==> src/rtl/core/gnsu_pkg.sv <==
// Package for the sum-of-uniforms Gaussian noise source.
// Holds generator constants, field widths and register indexes; no dependencies.
package gnsu_pkg;

	// Generator word and its linear congruential step
	localparam int unsigned WordW  = 32;
	localparam logic [WordW-1:0] LcgMul = 32'd1664525;
	localparam logic [WordW-1:0] LcgInc = 32'd1013904223;

	// Uniform fractions: low bits of each word, twelve per sample
	localparam int unsigned FracW     = 23;
	localparam int unsigned UniformN  = 12;
	localparam int unsigned CountW    = 4;
	localparam int unsigned SumW      = 27;

	// Centered sum, gain and output sample
	localparam int unsigned NoiseW    = 28;
	localparam int unsigned GainW     = 16;
	localparam int unsigned GainShift = 15;
	localparam int unsigned ProdW     = NoiseW + GainW + 1;
	localparam logic signed [NoiseW-1:0] CenterOffset = 28'sd50331648;

	// Configuration port
	localparam int unsigned CfgIdxW  = 2;
	localparam int unsigned CfgDataW = 32;
	localparam logic [CfgIdxW-1:0] RegGain = 2'd0;
	localparam logic [CfgIdxW-1:0] RegSeed = 2'd1;
	localparam logic [WordW-1:0]   SeedReset = 32'd1;

endpackage

==> src/rtl/core/gaussian_noise_sum_of_uniforms.sv <==
// Gaussian noise source: LCG, twelve-uniform accumulator and gain scaling.
// Depends on gnsu_pkg for constants and widths.
//
// Each tick transaction with tick high and a nonzero gain yields one noise sample:
// the 32-bit generator word is stepped twelve times through a single shared
// multiply-add unit (one step per cycle), the low 23 bits of each new word are
// summed, the sum is centered by 6*2^23, scaled by the Q1.15 gain and shifted
// right by 15 with rounding toward minus infinity. From acceptance to the next
// acceptance a sample passes the generator steps, a centering state, the gain
// multiply and an output load, which waits for a free output. The input stalls
// during that time; a finished sample waits in the output register while the
// next tick is accepted. A tick with tick low, or while gain is zero, gives no
// sample and leaves the generator word unchanged. Writing seed reloads the
// generator word at once; write registers only while the block is idle.
module gaussian_noise_sum_of_uniforms (
	input  logic                              clk,
	input  logic                              arst_n,
	// tick channel
	input  logic                              in_valid,
	output logic                              in_stall,
	input  logic                              tick,
	// noise channel
	output logic                              out_valid,
	input  logic                              out_stall,
	output logic signed [gnsu_pkg::NoiseW-1:0] noise,
	// configuration write port
	input  logic                              wr_en,
	input  logic [gnsu_pkg::CfgIdxW-1:0]      wr_index,
	input  logic [gnsu_pkg::CfgDataW-1:0]     wr_data
);
	import gnsu_pkg::*;

	localparam logic [2:0] StIdle   = 3'd0;
	localparam logic [2:0] StRun    = 3'd1;
	localparam logic [2:0] StCenter = 3'd2;
	localparam logic [2:0] StScale  = 3'd3;
	localparam logic [2:0] StDone   = 3'd4;

	logic [2:0]               state_q;
	logic [CountW-1:0]        count_q;
	logic [WordW-1:0]         word_q;
	logic [GainW-1:0]         gain_q;
	logic [SumW-1:0]          sum_q;
	logic signed [NoiseW-1:0] centered_q;
	logic signed [ProdW-1:0]  prod_q;
	logic signed [NoiseW-1:0] noise_q;
	logic                     out_valid_q;

	logic [WordW-1:0]         lcg_next;
	logic [SumW-1:0]          sum_final;
	logic signed [ProdW-1:0]  prod_next;
	logic                     in_take;
	logic                     out_free;

	// Shared generator step unit
	assign lcg_next  = WordW'(word_q * LcgMul + LcgInc);
	assign sum_final = sum_q + SumW'(word_q[FracW-1:0]);
	assign prod_next = $signed({{(ProdW-NoiseW){centered_q[NoiseW-1]}}, centered_q})
		* $signed({{(ProdW-GainW){1'b0}}, gain_q});

	assign in_stall  = (state_q != StIdle);
	assign in_take   = in_valid && !in_stall;
	assign out_free  = !out_valid_q || !out_stall;
	assign out_valid = out_valid_q;
	assign noise     = noise_q;

	// Sequencer, generator word and configuration registers
	always_ff @(posedge clk or negedge arst_n) begin
		if (!arst_n) begin
			state_q     <= StIdle;
			count_q     <= '0;
			word_q      <= SeedReset;
			gain_q      <= '0;
			out_valid_q <= 1'b0;
		end else begin
			// raise the output flag on a loaded sample, drop it once its transaction completes
			if (state_q == StDone && out_free) begin
				out_valid_q <= 1'b1;
			end else if (!out_stall) begin
				out_valid_q <= 1'b0;
			end
			case (state_q)
				StIdle: begin
					if (wr_en && wr_index == RegGain) begin
						gain_q <= wr_data[GainW-1:0];
					end
					if (wr_en && wr_index == RegSeed) begin
						word_q <= wr_data[WordW-1:0];
					end
					if (in_take && tick && gain_q != '0) begin
						count_q <= '0;
						state_q <= StRun;
					end
				end
				StRun: begin
					word_q  <= lcg_next;
					count_q <= count_q + 1'b1;
					if (count_q == CountW'(UniformN - 1)) begin
						state_q <= StCenter;
					end
				end
				StCenter: begin
					state_q <= StScale;
				end
				StScale: begin
					state_q <= StDone;
				end
				StDone: begin
					// hold the sample until the output register is free
					if (out_free) begin
						state_q <= StIdle;
					end
				end
				default: begin
					state_q <= StIdle;
				end
			endcase
		end
	end

	// Datapath: accumulate fractions, center, scale, load output
	always_ff @(posedge clk) begin
		case (state_q)
			StIdle: begin
				sum_q <= '0;
			end
			StRun: begin
				// add the previous step's fraction; the last one joins at centering
				if (count_q != '0) begin
					sum_q <= sum_final;
				end
			end
			StCenter: begin
				centered_q <= $signed({1'b0, sum_final}) - CenterOffset;
			end
			StScale: begin
				prod_q <= prod_next;
			end
			StDone: begin
				if (out_free) begin
					noise_q <= prod_q[GainShift +: NoiseW];
				end
			end
			default: begin
			end
		endcase
	end

endmodule
==> config.mk <==
export PLATFORM = sky130hd
export DESIGN_NAME = gaussian_noise_sum_of_uniforms
export DESIGN_NICKNAME = d
export VERILOG_FILES = /design/src/rtl/core/gnsu_pkg.sv /design/src/rtl/core/gaussian_noise_sum_of_uniforms.sv
export SDC_FILE = /design/constraint.sdc
export NUM_CORES = 2
export LEC_CHECK = 0
export BUFFER_PORTS_ARGS = -buffer_cell sky130_fd_sc_hd__clkbuf_2
export CORE_MARGIN = 1
export CORE_UTILIZATION = 54
export CTS_BUF_LIST = sky130_fd_sc_hd__clkbuf_16
export DETAILED_ROUTE_END_ITERATION = 12
export PLACE_DENSITY = 0.71
export SYNTH_ARGS = -nofsm -noshare
export SYNTH_HDL_FRONTEND = slang
export SYNTH_SLANG_ARGS = --single-unit
==> constraint.sdc <==
create_clock -name clk -period 8.3 [get_ports clk]
set_input_delay 0.83 -clock clk [delete_from_list [all_inputs] [get_ports clk]]
set_output_delay 0.83 -clock clk [all_outputs]
set_load 0.03 [all_outputs]
# == Word level (Yosys, flattened, before mapping) ==
# Cells that the tools add are included.
# totals
latch_bits,0
regBits,182
mem_bits_rw,0
in_bits,40
romBits,0
out_inout_bits,30
n_memories,0
# classes
div,0
reduce_logical,22
order_cmp,0
addsub,4
bitwise,0
muxes,12
eq_ne,12
mul,2
shifts,0
# ops
op,count
$pmux 32 s2,1
$pmux 27 s2,1
$mul 28x17->43,1
$add 32x30->32 const B,1
$mul 32x21->32 const B,1
$mux 32,1
$sub 27x26->28 const B,1
$add 27x23->27,1
$mux 27,1
$reduce_bool 16->1,1
$pmux 3 s5,1
$ne 2x2->1 const B,5
$reduce_and 2->1,5
$mux 3,3
$pmux 4 s2,1
$eq 3x2->1 const B,2
$logic_and 1x1->1,6
$add 4x1->4 const B,1
$eq 4x4->1 const B,1
$mux 4,1
$reduce_bool 4->1,1
$eq 3x1->1 const B,1
$eq 3x3->1 const B,1
$logic_not 1->1,3
9 further kinds,10

# == Depth between registers and ports, before layout ==
# depth
word_depth,7
depth_mapped,26

# == Worst setup path before layout ==
# No wires, ideal clock.
# synth_timing
path_type,register to register
startpoint,register gain_q[2]
endpoint,register prod_q[41] (data pin)
t_arrival_ns,6.110
path_slack_ns,1.927
stages_incl_launch_ff,24
path_cell_list,dfrtp_1 > clkbuf_1 > clkbuf_1 > nand2_1 > fa_1 > fa_1 > fa_1 > inv_1 > fa_1 > fa_1 > inv_1 > fa_1 > inv_1 > ha_1 > a21oi_1 > o21ai_1 > a41o_1 > a41o_1 > a32oi_2 > nor4_1 > o31a_1 > o21ai_1 > a21oi_1 > xor2_1
# synth_via
elab_chain_len,1
# synth_rtl
item,line,text
from (decl),gaussian_noise_sum_of_uniforms.sv:42,logic [GainW-1:0] gain_q;
from (signal assigned),gaussian_noise_sum_of_uniforms.sv:85,gain_q <= wr_data[GainW-1:0];
$mul 28x17->43,gaussian_noise_sum_of_uniforms.sv:59,"* $signed({{(ProdW-GainW){1'b0}}, gain_q});"
via prod_next[41],gaussian_noise_sum_of_uniforms.sv:51,logic signed [ProdW-1:0] prod_next;
to (signal assigned),gaussian_noise_sum_of_uniforms.sv:137,prod_q <= prod_next;
to (decl),gaussian_noise_sum_of_uniforms.sv:45,logic signed [ProdW-1:0] prod_q;
# The timed path passes the listed nets, and every way through them passes these cells.
# A chain may end at the register's enable or synchronous reset.

# == Worst setup path after layout ==
# layout_timing
startpoint,register gain_q[7]
endpoint,register prod_q[41] (data pin)
# The elaborated chain is that of the path after synthesis.

==> results.toml <==
[clock_network]
cts.sinks = 158
cts_htree_levels = 4
cts_setup_buffers = 0
cts_tree = "done"
path_clk_slew_ns = 0.07
numCtsBuffers = 17
hold_buffers = 0
cts_resized = 0
cts_root_buffer = "clkbuf_16"
cts.path.max_buffers = 2
clk_latency_ns = 0.48

[worst_setup_path]
crit_fanout = 30
start_kind = "register"
cp.required_ns = 8.53
reg2reg_setup_slack_ns = 0.83
crit_type = "reg -> reg"
r2r-start = "gain_q[7]"
critPathMaxStageDelay_ns = 1.11
arrival_ns = 7.70
slowest_stage = "dfrtp_1"
ff2ff_path_depth = 22
end_kind = "register"
r2r_end = "prod_q[41]"
path_cells = "and2_1 -> fa_1 -> inv_1 -> fa_1 -> fa_1 -> inv_1 -> fa_1 -> fa_1 -> inv_1 -> fa_1 -> inv_1 -> ha_1 -> a211oi_2 -> o21ai_0 -> a2111oi_2 -> o21ai_1 -> a32oi_2 -> nor4_1 -> o31a_1 -> o21ai_1 -> a21oi_1 -> xor2_1"
cp_common_cell = "fa_1"

[logic_synthesis]
synth_area_um2 = 25900
synth.net_count = 3383
yosys_warnings = 0
ys_seq_elements = 158
syn_inst = 2621
synth_area_per_cell_um2 = 9.88
synth-edff-count = 111
synth_cell_types = 69
ys.flop_type = "edfxtp_1"
ys_seq_area_frac = 0.174
async_flop_share = 0.297

[timing]
worstMarginPinSlew_ns = 1.18
clock-skew-final_ns = 0.0147
report.final.slew_viol_count = 0
fin_tns_setup_ns = 0
hold_violations = 0
slew_headroom = 0.213
period_share = 0.900
timing.fmax_mhz = 134
period_minus_slack_ns = 7.47
setup_violations = 0
rsz0062_at_grt = "no"

[finish]
drive_gt1_frac = 0.0601
layout_common_cells = "inv_1, fa_1, nand2_1, ha_1, and2_1"
fin_cells = 3251
mostFrequentLayoutCell = "inv_1"
fin_nets = 3393
area_growth_pct = 5.84
n_antenna_cell = 0
fillers = 3985

[min_path]
hold_end = "noise[22]"
hold_start = "prod_q[37]"
min_path_type = "reg -> reg"
whs_path_depth = 0

[drt]
routed_wl_um = 56400
vias_per_cell = 5.36
drc_errors = 0
dr.first_iter.drc_count = 1105
dr.pass1.iters = 5
wl_per_cell_um = 17.3
vias = 17400
ant_nets = 0

[place]
placed_cells_incl_taps = 3219
gp_routability_congestion = 0.901
port_buffers = 60
detailed_place_hpwl_um = 44900

[floorplanning]
rows = 79
initial_core_util = 0.551
core_area_um2 = 47000
io_pins = 70
dieArea_um2 = 48800
die_h_um = 221
die_w_um = 221

[outcome]
status = "finished, final reports clean"

[global_route]
gr-usage-all-layers = 0.251
overflow = 0
grt_antenna_before_repair = 0
grt_max_degree = 48
grt_pass1_vias = 19400
grt_pass1_wl_um = 96100

[job]
cap_violations = 0
## synth_stat cells, types with 3 or more instances
library cell	number	area (µm²)
xor2_1	25	219
o21a_1	8	60.1
nor4_1	6	37.5
or3_1	4	25.0
and4_1	4	35.0
nand4_1	6	37.5
o21bai_1	9	67.6
mux2_2	23	259
nand4b_1	3	26.3
o21ai_0	36	180
and2_1	208	1300
nor3b_1	3	22.5
fa_1	489	9790
a211o_1	4	35.0
nor3_1	15	75.1
or2_2	4	25.0
dfrtp_1	46	1150
and3_1	10	62.6
xnor2_1	72	631
o21ai_1	9	45.0
mux2i_1	20	200
nand2_1	310	1160
a31oi_1	8	50.1
ha_1	233	2920
nand3_1	17	85.1
o31ai_1	4	30.0
nor2_1	64	240
nor2b_1	6	37.5
a21oi_1	39	195
nand2b_1	11	68.8
clkbuf_1	91	342
a211oi_1	4	30.0
edfxtp_1	111	3330
inv_1	647	2430
a21o_1	28	210
## state kept, by name, indices dropped and copies added (netlist names)
| name | flops |
|---|---|
| prod_q | 28 |
| gain_q | 16 |
| word_q | 23 |
| out_valid | 1 |
| state_q | 3 |
| count_q | 4 |
| centered_q | 28 |
| noise | 28 |
| sum_q | 27 |
## stage by stage
step	area [µm²]	worst slack, ns	hold WS (ns)	utilization
2_1_floorplan	25900	1.93	0.400	-
3_3_place_gp	26800	0.988	0.400	0.571
3_5_place_dp	26800	0.812	0.405	0.571
4_1_cts	27400	0.820	0.416	0.583
5_1_grt	27400	0.362	0.422	0.583
6_report	27400	0.827	0.415	0.583
## layer usage
layer	vias to the layer above	GRT usage	wire length [µm]
li1	7937	-	-
met1	8882	0.323	23900
met2	499	0.429	27700
met3	121	0.0382	3000
met4	0	0.0972	1740
met5	-	0	0
## cell families (layout without fill, tap and decap cells)
family	after synthesis	in the layout	share of synthesized area
compound gates	184	184	0.0493
xor+xnor	97	97	0.0328
fa+ha+maj	722	722	0.491
buf+inv	739	762	0.107
flops	158	158	0.174
mux	43	43	0.0177
simple gates	678	678	0.128
## final cells by class
type                            instances  area [µm²]  area share
Clock buffer                           19         475      0.0174
Tap cell                              607         759      0.0277
Clock inverter                         13         101     0.00370
Timing Repair Buffer                   83         473      0.0173
Inverter                              647        2430      0.0887
Sequential cell                       158        4510       0.165
Multi-Input combinational cell       1724       18600       0.681
## worst max-delay path, delay by kind of cell, from the launching register on
| family | cells | cell delay, ns |
|---|---|---|
| adders and majority gates | 7 | 3.16 |
| AOI/OAI and AO/OA | 8 | 2.10 |
| DFF | 1 | 1.11 |
| and+or+nand+nor | 2 | 0.43 |
| buffers and inverters | 4 | 0.23 |
| xor gates and xnor gates | 1 | 0.16 |
## how the worst max path moves through the flow
stage	to	startpoint
floorplan	prod_q[41]	gain_q[2]
global placement	prod_q[41]	gain_q[5]
detailed placement	prod_q[41]	gain_q[3]
CTS	prod_q[41]	gain_q[5]
global route	prod_q[41]	gain_q[8]
finish	prod_q[41]	gain_q[7]
Power is left out: the tool's default activity adds up to more than one toggle a clock period on the data nets, which glitch-free logic cannot reach.
